[src/hdl/lovm_pkg.sv]
package lovm_pkg;

    localparam int THREAD_SLOTS_DEF     = 8;
    localparam int LOCKS_PER_THREAD_DEF = 8;

    localparam int ID_W     = 16;
    localparam int STATUS_W = 3;
    localparam int HELD_W   = 4;

    localparam logic [STATUS_W-1:0] ST_OK         = 3'd0;
    localparam logic [STATUS_W-1:0] ST_ORDER      = 3'd1;
    localparam logic [STATUS_W-1:0] ST_UNKNOWN    = 3'd2;
    localparam logic [STATUS_W-1:0] ST_TABLE_FULL = 3'd3;
    localparam logic [STATUS_W-1:0] ST_LIST_FULL  = 3'd4;

    // controller to datapath
    typedef struct packed {
        logic load;       // capture request, start slot search
        logic scan_step;  // compare one slot
        logic walk_start; // begin list walk
        logic walk_step;  // process one list entry
        logic finish;     // commit slot metadata, latch result
    } lovm_cmd_t;

    // datapath to controller
    typedef struct packed {
        logic scan_done;
        logic walk_done;
        logic need_walk;
    } lovm_stat_t;

endpackage

[src/hdl/lovm_ctrl.sv]
module lovm_ctrl
    import lovm_pkg::*;
(
    input  logic       clk,
    input  logic       rst_n,
    input  logic       in_valid,
    output logic       in_ready,
    output logic       out_valid,
    input  logic       out_ready,
    output lovm_cmd_t  cmd,
    input  lovm_stat_t stat
);

    localparam logic [2:0] S_IDLE = 3'd0;
    localparam logic [2:0] S_SCAN = 3'd1;
    localparam logic [2:0] S_WPRE = 3'd2;
    localparam logic [2:0] S_WALK = 3'd3;
    localparam logic [2:0] S_FIN  = 3'd4;
    localparam logic [2:0] S_OUT  = 3'd5;

    logic [2:0] state_reg, state_next;

    always_comb
    begin
        state_next = state_reg;
        cmd = '0;
        in_ready = 1'b0;
        out_valid = 1'b0;
        case (state_reg)
            S_IDLE:
            begin
                in_ready = 1'b1;
                if (in_valid)
                begin
                    cmd.load = 1'b1;
                    state_next = S_SCAN;
                end
            end
            S_SCAN:
            begin
                cmd.scan_step = 1'b1;
                if (stat.scan_done)
                    state_next = S_WPRE;
            end
            S_WPRE:
            begin
                if (stat.need_walk)
                begin
                    cmd.walk_start = 1'b1;
                    state_next = S_WALK;
                end
                else
                    state_next = S_FIN;
            end
            S_WALK:
            begin
                cmd.walk_step = 1'b1;
                if (stat.walk_done)
                    state_next = S_FIN;
            end
            S_FIN:
            begin
                cmd.finish = 1'b1;
                state_next = S_OUT;
            end
            S_OUT:
            begin
                out_valid = 1'b1;
                if (out_ready)
                    state_next = S_IDLE;
            end
            default: state_next = S_IDLE;
        endcase
    end

    always_ff @(posedge clk or negedge rst_n)
    begin
        if (!rst_n)
            state_reg <= S_IDLE;
        else
            state_reg <= state_next;
    end

endmodule

[src/hdl/lovm_dp.sv]
module lovm_dp
    import lovm_pkg::*;
#(
    parameter int THREAD_SLOTS     = THREAD_SLOTS_DEF,
    parameter int LOCKS_PER_THREAD = LOCKS_PER_THREAD_DEF
)
(
    input  logic                clk,
    input  logic                rst_n,
    input  logic                req_type,
    input  logic [ID_W-1:0]     thread_id,
    input  logic [ID_W-1:0]     lock_id,
    input  logic [ID_W-1:0]     lock_rank,
    output logic [STATUS_W-1:0] status,
    output logic [HELD_W-1:0]   held_count,
    input  lovm_cmd_t           cmd,
    output lovm_stat_t          stat
);

    localparam int SW = (THREAD_SLOTS > 1) ? $clog2(THREAD_SLOTS) : 1;
    localparam int EW = (LOCKS_PER_THREAD > 1) ? $clog2(LOCKS_PER_THREAD) : 1;
    localparam int CW = $clog2(LOCKS_PER_THREAD + 1);
    localparam int DEPTH = THREAD_SLOTS << EW;
    localparam int AW = SW + EW;
    localparam int SCW = $clog2(THREAD_SLOTS + 1);

    // held list memory, one entry per slot and position
    logic [ID_W-1:0] mem_lock [DEPTH];
    logic [ID_W-1:0] mem_rank [DEPTH];

    logic [THREAD_SLOTS-1:0] valid_reg;
    logic [ID_W-1:0]         thr_reg [THREAD_SLOTS];
    logic [CW-1:0]           cnt_reg [THREAD_SLOTS];

    logic            req_reg;
    logic [ID_W-1:0] tid_reg, lid_reg, rank_reg;
    logic [SCW-1:0]  scan_reg;
    logic            hit_reg, free_fnd_reg;
    logic [SW-1:0]   hit_slot_reg, free_slot_reg;

    logic [CW-1:0]   rd_reg;  // read position
    logic [CW-1:0]   wr_reg;  // write position / kept count
    logic [ID_W-1:0] prev_rank_reg;
    logic            have_prev_reg, viol_reg;
    logic [ID_W-1:0] rd_lock_reg, rd_rank_reg;

    logic [STATUS_W-1:0] status_reg;
    logic [HELD_W-1:0]   held_reg;

    logic [SW-1:0] scan_idx;
    logic [SW-1:0] slot;
    logic [CW-1:0] n_cur;
    logic          acq_append;
    logic [EW-1:0] rd_pos, wr_pos;
    logic [AW-1:0] rd_addr;
    logic [ID_W-1:0] e_lock, e_rank;

    assign scan_idx = scan_reg[SW-1:0];
    assign slot     = hit_slot_reg;
    assign n_cur    = cnt_reg[slot];
    // acquire on a known thread with room: walk ranks, appending at the list end
    assign acq_append = !req_reg && hit_reg && (n_cur < CW'(LOCKS_PER_THREAD));
    assign rd_pos = rd_reg[EW-1:0];
    assign wr_pos = wr_reg[EW-1:0];
    // fetch one entry ahead of the one being processed
    assign rd_addr = cmd.walk_start ? {slot, EW'(0)} : {slot, rd_pos + EW'(1)};

    assign stat.scan_done = (scan_reg == SCW'(THREAD_SLOTS - 1));
    assign stat.need_walk = hit_reg && (req_reg || acq_append);
    assign stat.walk_done = req_reg ? (rd_reg == n_cur - CW'(1))
                                    : (rd_reg == n_cur);

    // entry under processing, the appended one comes from the request
    always_comb
    begin
        if (!req_reg && rd_reg == n_cur)
        begin
            e_lock = lid_reg;
            e_rank = rank_reg;
        end
        else
        begin
            e_lock = rd_lock_reg;
            e_rank = rd_rank_reg;
        end
    end

    always_ff @(posedge clk)
    begin
        if (cmd.load)
        begin
            req_reg  <= req_type;
            tid_reg  <= thread_id;
            lid_reg  <= lock_id;
            rank_reg <= lock_rank;
            hit_reg  <= 1'b0;
            free_fnd_reg <= 1'b0;
            hit_slot_reg <= '0;
            free_slot_reg <= '0;
            scan_reg <= '0;
        end
        if (cmd.scan_step)
        begin
            if (valid_reg[scan_idx] && thr_reg[scan_idx] == tid_reg && !hit_reg)
            begin
                hit_reg <= 1'b1;
                hit_slot_reg <= scan_idx;
            end
            if (!valid_reg[scan_idx] && !free_fnd_reg)
            begin
                free_fnd_reg <= 1'b1;
                free_slot_reg <= scan_idx;
            end
            scan_reg <= scan_reg + SCW'(1);
        end
        if (cmd.walk_start || cmd.walk_step)
        begin
            rd_lock_reg <= mem_lock[rd_addr];
            rd_rank_reg <= mem_rank[rd_addr];
        end
        if (cmd.walk_start)
        begin
            rd_reg <= '0;
            wr_reg <= '0;
            have_prev_reg <= 1'b0;
            viol_reg <= 1'b0;
        end
        if (cmd.walk_step)
        begin
            rd_reg <= rd_reg + CW'(1);
            if (req_reg)
            begin
                if (e_lock != lid_reg)
                begin
                    mem_lock[{slot, wr_pos}] <= e_lock;
                    mem_rank[{slot, wr_pos}] <= e_rank;
                    wr_reg <= wr_reg + CW'(1);
                end
            end
            else
            begin
                if (rd_reg == n_cur)
                begin
                    mem_lock[{slot, rd_pos}] <= lid_reg;
                    mem_rank[{slot, rd_pos}] <= rank_reg;
                end
                if (have_prev_reg && e_rank < prev_rank_reg)
                    viol_reg <= 1'b1;
                prev_rank_reg <= e_rank;
                have_prev_reg <= 1'b1;
            end
        end
        if (cmd.finish && !req_reg && !hit_reg && free_fnd_reg)
        begin
            mem_lock[{free_slot_reg, EW'(0)}] <= lid_reg;
            mem_rank[{free_slot_reg, EW'(0)}] <= rank_reg;
            thr_reg[free_slot_reg] <= tid_reg;
        end
    end

    always_ff @(posedge clk or negedge rst_n)
    begin
        if (!rst_n)
        begin
            valid_reg <= '0;
            for (int i = 0; i < THREAD_SLOTS; i++)
                cnt_reg[i] <= '0;
            status_reg <= ST_OK;
            held_reg <= '0;
        end
        else if (cmd.finish)
        begin
            if (!req_reg)
            begin
                if (!hit_reg)
                begin
                    if (free_fnd_reg)
                    begin
                        valid_reg[free_slot_reg] <= 1'b1;
                        cnt_reg[free_slot_reg] <= CW'(1);
                        status_reg <= ST_OK;
                        held_reg <= HELD_W'(1);
                    end
                    else
                    begin
                        status_reg <= ST_TABLE_FULL;
                        held_reg <= '0;
                    end
                end
                else if (!acq_append)
                begin
                    status_reg <= ST_LIST_FULL;
                    held_reg <= HELD_W'(n_cur);
                end
                else
                begin
                    cnt_reg[slot] <= n_cur + CW'(1);
                    status_reg <= viol_reg ? ST_ORDER : ST_OK;
                    held_reg <= HELD_W'(n_cur + CW'(1));
                end
            end
            else if (!hit_reg)
            begin
                status_reg <= ST_UNKNOWN;
                held_reg <= '0;
            end
            else
            begin
                cnt_reg[slot] <= wr_reg;
                if (wr_reg == '0)
                    valid_reg[slot] <= 1'b0;
                status_reg <= ST_OK;
                held_reg <= HELD_W'(wr_reg);
            end
        end
    end

    assign status = status_reg;
    assign held_count = held_reg;

endmodule

[src/hdl/lock_order_violation_monitor.sv]
// channel | signals                  | payload
// in      | in_valid / in_ready      | req_type, thread_id, lock_id, lock_rank
// out     | out_valid / out_ready    | status, held_count
// one request at a time: accept, search of all THREAD_SLOTS slots, walk setup, list
// walk of up to LOCKS_PER_THREAD entries when needed, commit, result
// the slot search and the held list walk each take one entry per cycle
// the result is held in the output register until transferred
// reset clears all slot valid bits and counts; list storage is not cleared
module lock_order_violation_monitor
    import lovm_pkg::*;
#(
    parameter int THREAD_SLOTS     = THREAD_SLOTS_DEF,
    parameter int LOCKS_PER_THREAD = LOCKS_PER_THREAD_DEF
)
(
    input  logic                clk,
    input  logic                rst_n,
    input  logic                in_valid,
    output logic                in_ready,
    input  logic                req_type,
    input  logic [ID_W-1:0]     thread_id,
    input  logic [ID_W-1:0]     lock_id,
    input  logic [ID_W-1:0]     lock_rank,
    output logic                out_valid,
    input  logic                out_ready,
    output logic [STATUS_W-1:0] status,
    output logic [HELD_W-1:0]   held_count
);

    lovm_cmd_t  cmd;
    lovm_stat_t stat;

    lovm_ctrl u_ctrl (
        .clk       (clk),
        .rst_n     (rst_n),
        .in_valid  (in_valid),
        .in_ready  (in_ready),
        .out_valid (out_valid),
        .out_ready (out_ready),
        .cmd       (cmd),
        .stat      (stat)
    );

    lovm_dp #(
        .THREAD_SLOTS     (THREAD_SLOTS),
        .LOCKS_PER_THREAD (LOCKS_PER_THREAD)
    ) u_dp (
        .clk        (clk),
        .rst_n      (rst_n),
        .req_type   (req_type),
        .thread_id  (thread_id),
        .lock_id    (lock_id),
        .lock_rank  (lock_rank),
        .status     (status),
        .held_count (held_count),
        .cmd        (cmd),
        .stat       (stat)
    );

endmodule
[config.mk]
export PLATFORM = sky130hd
export DESIGN_NAME = lock_order_violation_monitor
export DESIGN_NICKNAME = d
export VERILOG_FILES = /design/src/hdl/lovm_pkg.sv /design/src/hdl/lovm_ctrl.sv /design/src/hdl/lovm_dp.sv /design/src/hdl/lock_order_violation_monitor.sv
export SDC_FILE = /design/constraint.sdc
export NUM_CORES = 2
export LEC_CHECK = 0
export ABC_CLOCK_PERIOD_IN_PS = 4100
export BUFFER_PORTS_ARGS = -buffer_cell sky130_fd_sc_hd__buf_2
export CAP_MARGIN = 25
export CORE_MARGIN = 8
export CORE_UTILIZATION = 40
export DETAILED_ROUTE_END_ITERATION = 12
export PLACE_DENSITY_LB_ADDON = 0.3
export SYNTH_ARGS = -nofsm -noshare
export SYNTH_HDL_FRONTEND = slang
export SYNTH_SLANG_ARGS = --single-unit
[constraint.sdc]
create_clock -name clk -period 4.1 [get_ports clk]
set_clock_uncertainty 0.15 [all_clocks]
set_input_delay 0.41 -clock clk [delete_from_list [all_inputs] [get_ports clk]]
set_output_delay 0.41 -clock clk [all_outputs]
set_load 0.05 [all_outputs]
### Yosys cells after proc, flatten, opt, wreduce, memory -nomap -nowiden

Memories as Yosys holds them, arrays and structs flattened. A register that Yosys moved wholly into a read port is not among the register bits.
Index checks and enable logic that the tools add are counted.
W data, S select, Z words.

* register bits: 137
* memory bits (writable): 2176
* input port bits: 53
* output and inout port bits: 9
* word-level logic and storage cells: 212
* memories kept: 3

* add/sub/neg operators: 6
* order comparisons: 11
* equality and inequality tests: 18
* muxes and demuxes: 105
* bitwise gates (word level): 9
* reductions and logical operators: 34

Memory list
* u_dp.mem_lock: words 64, width 16, read ports 1, clocked after Yosys merged registers in 1, write ports 1, RTL line lovm_dp.sv:28 `logic [ID_W-1:0] mem_lock [DEPTH];`
* u_dp.mem_rank: words 64, width 16, read ports 1, clocked after Yosys merged registers in 1, write ports 1, RTL line lovm_dp.sv:29 `logic [ID_W-1:0] mem_rank [DEPTH];`
* u_dp.thr_reg: words 8, width 16, read ports 1, clocked after Yosys merged registers in 1, write ports 1, RTL line lovm_dp.sv:32 `logic [ID_W-1:0] thr_reg [THREAD_SLOTS];`

Operator list (count)
* $mux W32: 5
* $mux W16: 6
* $bwmux W32: 2
* $mux W4: 16
* $reduce_or A16 Y1: 4
* $mux W3: 16
* $mux W1: 42
* $mux W8: 5
* $and A24 B24 Y24: 1
* $demux W4 S3: 2
* $mux W6: 4
* $not A24 Y24: 1
* $pmux W3 S6: 1
* $add A4 B1 Y4 const B: 4
* $eq A16 B16 Y1: 1
* $lt A16 B16 Y1: 1
* $ne A16 B16 Y1: 1
* $or A8 B8 Y8: 2
* $logic_and A1 B1 Y1: 15
* $bmux W4 S3: 1
* $lt A3 B4 Y1 const B: 3
* $ne A2 B2 Y1 const B: 6
* $and A8 B8 Y8: 1
* $eq A4 B4 Y1: 2
* 26 further kinds: 41

### Depth between registers and ports, before layout

* depth after elaboration: 14
* gate-level depth with buffers: 18
* gate-level depth less buffers: 15

### Hierarchy

A second synthesis with hierarchy kept.

* cell total of the unflattened synthesis: 6478
* area total of the unflattened synthesis: 95929.5 um2

Modules (own cells, without submodules)
* lovm_dp: times used 1, cells each 6446, area an instance 95689.3 um2, sequential area each 70012.1 um2
* lovm_ctrl: times used 1, cells each 32, area an instance 240.2 um2, sequential area each 75.1 um2

### Worst setup path after synthesis

Ideal clock, no wire load.

* path kind: register to register
* start: reg u_dp.hit_slot_reg[0]
* end: mem u_dp.mem_lock[18][0] (enable)
* library setup time: 0.421 ns
* data arrival time: 3.863 ns
* required time: 3.529 ns
* setup slack: -0.335 ns
* cell stages (with the launch flop): 10
* path buffers: 1
* period minus slack after synthesis: 4.435 ns
* cells stage by stage: dfxtp_1 -> buf_6 -> mux4_2 -> mux2i_2 -> xnor2_1 -> nor4_4 -> nand3_2 -> o21ai_1 -> nand2_1 -> nor2_1

* longest elaborated chain between the ends: 14
* elaborated cells between the ends (all ways): 21
* classes of those cells: eq/ne (2); mux (16); bitwise (1); reduce/logical (2)

RTL lines
* start, declared: RTL line lovm_dp.sv:39 `logic [SW-1:0] hit_slot_reg, free_slot_reg;`
* start signal, assigned: RTL line lovm_dp.sv:107 `hit_slot_reg <= scan_idx;`
* $not A3 Y4 (implied by the code): RTL line lovm_dp.sv:60 `assign n_cur = cnt_reg[slot];`
* $bmux W4 S3: RTL line lovm_dp.sv:60
* $mux W4 (implied by the code) (2 in a row): RTL line lovm_dp.sv:60
* $eq A4 B4 Y1: RTL line lovm_dp.sv:76, lovm_dp.sv:142
* $logic_and A1 B1 Y1: RTL line lovm_dp.sv:76 `if (!req_reg && rd_reg == n_cur)`
* $mux W16: RTL line lovm_dp.sv:76
* $ne A16 B16 Y1: RTL line lovm_dp.sv:133 `if (e_lock != lid_reg)`
* $mux W1: RTL line lovm_dp.sv:133
* $mux W1: RTL line lovm_dp.sv:131 `if (req_reg)`
* $mux W1: RTL line lovm_dp.sv:128 `if (cmd.walk_step)`
* $mux W1 (implied by the code): RTL line lovm_dp.sv:135 `mem_lock[{slot, wr_pos}] <= e_lock;`
* $mux W1 (no line) (2 in a row)
* end, declared: RTL line lovm_dp.sv:28

Parallel ways exist; a longest one is shown, timed or not. The select of a mux whose other input is x is not followed.

### Worst setup path in the final report

* start: reg u_dp.hit_slot_reg[0]
* end: reg u_dp.rd_lock_reg[14], read port of u_dp.mem_lock (data pin)

* longest elaborated chain between the ends: 11
* elaborated cells between the ends (all ways): 12
* classes of those cells: order compare (1); mux (6); bitwise (1); reduce/logical (4)

RTL lines
* $not A3 Y4 (implied by the code): RTL line lovm_dp.sv:60
* $bmux W4 S3: RTL line lovm_dp.sv:60
* $mux W4 (implied by the code) (2 in a row): RTL line lovm_dp.sv:60
* $lt A4 B4 Y1: RTL line lovm_dp.sv:62 `assign acq_append = !req_reg && hit_reg && (n_cur < CW'(LOCKS_PER_THREAD));`
* $logic_and A1 B1 Y1: RTL line lovm_dp.sv:62
* $logic_or A1 B1 Y1: RTL line lovm_dp.sv:69 `assign stat.need_walk = hit_reg && (req_reg || acq_append);`
* $logic_and A1 B1 Y1: RTL line lovm_dp.sv:69
* $mux W1: RTL line lovm_ctrl.sv:47 `if (stat.need_walk)`
* $mux W1: RTL line lovm_ctrl.sv:29 `case (state_reg)`
* $mux W3 / $logic_or A1 B1 Y1 (equally long branches): RTL line lovm_dp.sv:66, lovm_dp.sv:116
* end, declared: RTL line lovm_dp.sv:45 `logic [ID_W-1:0] rd_lock_reg, rd_rank_reg;`

Parallel ways exist; a longest one is shown, timed or not. The select of a mux whose other input is x is not followed.
A chain may end at the register's enable or synchronous reset.

==> flow_summary.json <==
{
  "outcome": "finished clean",
  "required_ns": 4.67,
  "synth_fa_ha_area_frac": 0.00282,
  "synth_top_family_by_area": "compound AO/OA/AOI/OAI gates",
  "switching_power_w": 0.0190,
  "drive_above_1_share": 0.175,
  "syn_area_um2": 93100,
  "cts_buffer_depth": 3,
  "clkPwrFrac": 0.321,
  "cts_root_buffer": "clkbuf_16",
  "synth_top_cell_area_share": 0.736,
  "syn_avg_cell_area_um2": 15.1,
  "grt.overflow.total": 0,
  "p_per_area_nw_per_um2": 583,
  "rows": 177,
  "grt_pass1_vias": 55145,
  "ir_drop_v": 0.000432,
  "syn-num-nets": 6226,
  "worstMarginPinSlew_ns": 1.08,
  "hold_path.class": "input port to flip-flop",
  "cts_tree": "yes",
  "via_count": 57683,
  "areaGrowthSynthToFinish_pct": 17.9,
  "syn_inst": 6152,
  "muxShareOfSynthArea": 0.0606,
  "p_comb_frac": 0.214,
  "drc": 0,
  "die_x_um": 499,
  "leakagePower_nw": 36.9,
  "cts_inserted_buffers": 224,
  "cp_cell_sequence": "buf_4, mux2i_1, mux4_2, buf_4, o21a_1, buf_4, nor2_4, buf_12, o221ai_1, a311o_1, nand4_1",
  "synth_xor_xnor_area_share": 0.00461,
  "die_area_um2": 249000,
  "dp_hpwl_mm": 175,
  "yosysWarnings": 0,
  "port_buffers": 61,
  "finalWirelength_mm": 280,
  "insertion_delay_ns": 0.88,
  "sw_frac_of_total": 0.297,
  "synth-compound-area-share": 0.0868,
  "clock-sinks": 2348,
  "grt_pass1_wl_mm": 400,
  "fin_util": 0.473,
  "yosys_register_bits": 2348,
  "synth_ff_type": "edfxtp_1",
  "setup_viol": 0,
  "nets": 6738,
  "async_reset_ff_frac": 0.0213,
  "layout_min_cycle_time_ns": 4.02,
  "yosys.area.top_type": "edfxtp_1",
  "core_um2": 232000,
  "p_seq_frac": 0.465,
  "ys_types": 74,
  "path_clk_slew_ns": 0.07,
  "h-tree-depth": 4,
  "synth_area_leaders": "edfxtp_1 (74%), nand2_1 (3.9%), mux2i_1 (3.7%), a21oi_1 (1.8%), dfrtp_1 (1.3%)",
  "rsz0062_at_grt": "yes",
  "cpPeakStageDelay_ns": 0.52,
  "pin_count": 62,
  "arrival_ns": 4.59,
  "relSlewSlack": 0.282,
  "post-synth-top-count-cell": "edfxtp_1",
  "drt_iter0_markers": 6849,
  "synth-seq-area-share": 0.753,
  "internal-power_w": 0.0450,
  "drt_first_pass_iters": 6,
  "antenna_found_initial": 14,
  "die_h_um": 499,
  "viasPerCell": 5.83,
  "maxCapViolations": 0,
  "avgRoutedWirePerCell_um": 28.3,
  "grtUsageTotal": 0.217,
  "place_congestion": 0.906,
  "critPathKind": "flip-flop to flip-flop",
  "hold_viol": 0,
  "synth_common_cells": "edfxtp_1 (2,281), nand2_1 (970), mux2i_1 (345)",
  "whs_ns": 0.0959,
  "synth_edf_count": 2281,
  "total_power_w": 0.0640,
  "fmax_mhz": 249,
  "fin_setup_tns_ns": 0,
  "critPathMaxFanout": 26,
  "startpoint_type": "flip-flop",
  "grt_max_degree": 129,
  "slew_violations": 0,
  "worst_path_max_delay_cell": "mux4_2",
  "ant_nets": 0,
  "yosys.area_share.simple": 0.0729,
  "fin_crit_sh": 0.980,
  "worst_path_most_repeated_cell": "buf_4",
  "start_util": 0.401,
  "cp-end-kind": "flip-flop"
}
kinds of logic (layout without fill, tap and decap cells):
group           after synthesis  after routing
xor+xnor                     49             49
simple gates               1592           1593
buf+inv                     427           1124
fa+ha+maj                    21             21
flops                      2348           2348
other cells                   0              1
compound gates             1218           1218
mux                         497            497
final timing paths:
kind	startpoint	to	slack, ns	cells after the start
worst max-delay path	u_dp.hit_slot_reg[0]	u_dp.rd_lock_reg[14]	0.08	11
worst min-delay path	lock_id[11]	u_dp.lid_reg[11]	0.1	2
worst max register to register	u_dp.hit_slot_reg[0]	u_dp.rd_lock_reg[14]	0.08	11
worst min register to register	u_dp.have_prev_reg	u_dp.have_prev_reg	0.30	1
max in group asynchronous	rst_n	u_dp.cnt_reg[20]	3.18	3
min in group asynchronous	rst_n	u_dp.held_count[3]	0.13	3
cell type report:
cell class                      count  area [um^2]
Tap cell                         3043         3810
Sequential cell                  2348        70100
Clock buffer                      275         5890
Clock inverter                    137         1320
Timing Repair Buffer              678         6720
Fill cell                       19746       122000
Multi-Input combinational cell   3378        21800
Antenna cell                        1         2.50
Inverter                           34          130
layout by cell type (no fill, tap or decap), types with 71 or more instances in the layout:
| cell | netlist | final |
|---|---|---|
| clkbuf_16 | 0 | 228 |
| edfxtp_1 | 2281 | 2281 |
| nand2_1 | 970 | 967 |
| a21oi_1 | 343 | 341 |
| nor2_1 | 174 | 104 |
| buf_4 | 8 | 432 |
| a22oi_1 | 88 | 86 |
| a211oi_1 | 107 | 107 |
| mux2i_1 | 345 | 345 |
| mux2_2 | 107 | 107 |
| buf_12 | 0 | 129 |
| o22ai_1 | 71 | 71 |
| a31oi_1 | 108 | 108 |
| o21ai_0 | 157 | 156 |
| o221ai_1 | 94 | 94 |
| nand3_1 | 248 | 248 |
timing repair:
action,4_1_cts,5_1_grt
pin swaps,2,1
gates cloned,1,0
endpoints found under the setup margin,25,228
hold buffers,53,0
resized for setup,2,7
buffers inserted,3,6
endpoints found under the hold margin,109,0
metrics by stage:
step                instances  area, um^2  setup slack, ns
floorplan                6152       93100           -0.335
global placement         9413      102000          -0.0423
detailed placement       9417      102000          -0.0772
CTS                      9886      110000           0.0117
global route             9894      110000          -0.0124
finish                   9894      110000           0.0815
routing by layer:
layer | GRT usage | vias to the layer above | routed length [um]
met5 | 0 | - | 64
met4 | 0.0632 | 10 | 8030
li1 | - | 24926 | -
met1 | 0.305 | 29428 | 116000
met2 | 0.340 | 2878 | 128000
met3 | 0.0469 | 441 | 28000
critical path, delay by kind of cell (launching register included):
kind,cells,cell delay (ns)
AND/OR/NAND/NOR,2,0.61
flip-flops,1,0.36
multiplexers,2,0.64
AO/OA/AOI/OAI,3,1.10
buffers and inverters,4,0.96
power by group through the flow:
stage / clock, W / combinational, W / sequential, W
after floorplan: 0 / 0.00772 / 0.0298
after global placement: 0 / 0.0132 / 0.0302
after global routing: 0.0217 / 0.0145 / 0.0298
final: 0.0206 / 0.0137 / 0.0297
after CTS: 0.0208 / 0.0136 / 0.0297
after detailed placement: 0 / 0.0135 / 0.0302
No activity file was read; power rests on OpenSTA's default activity.
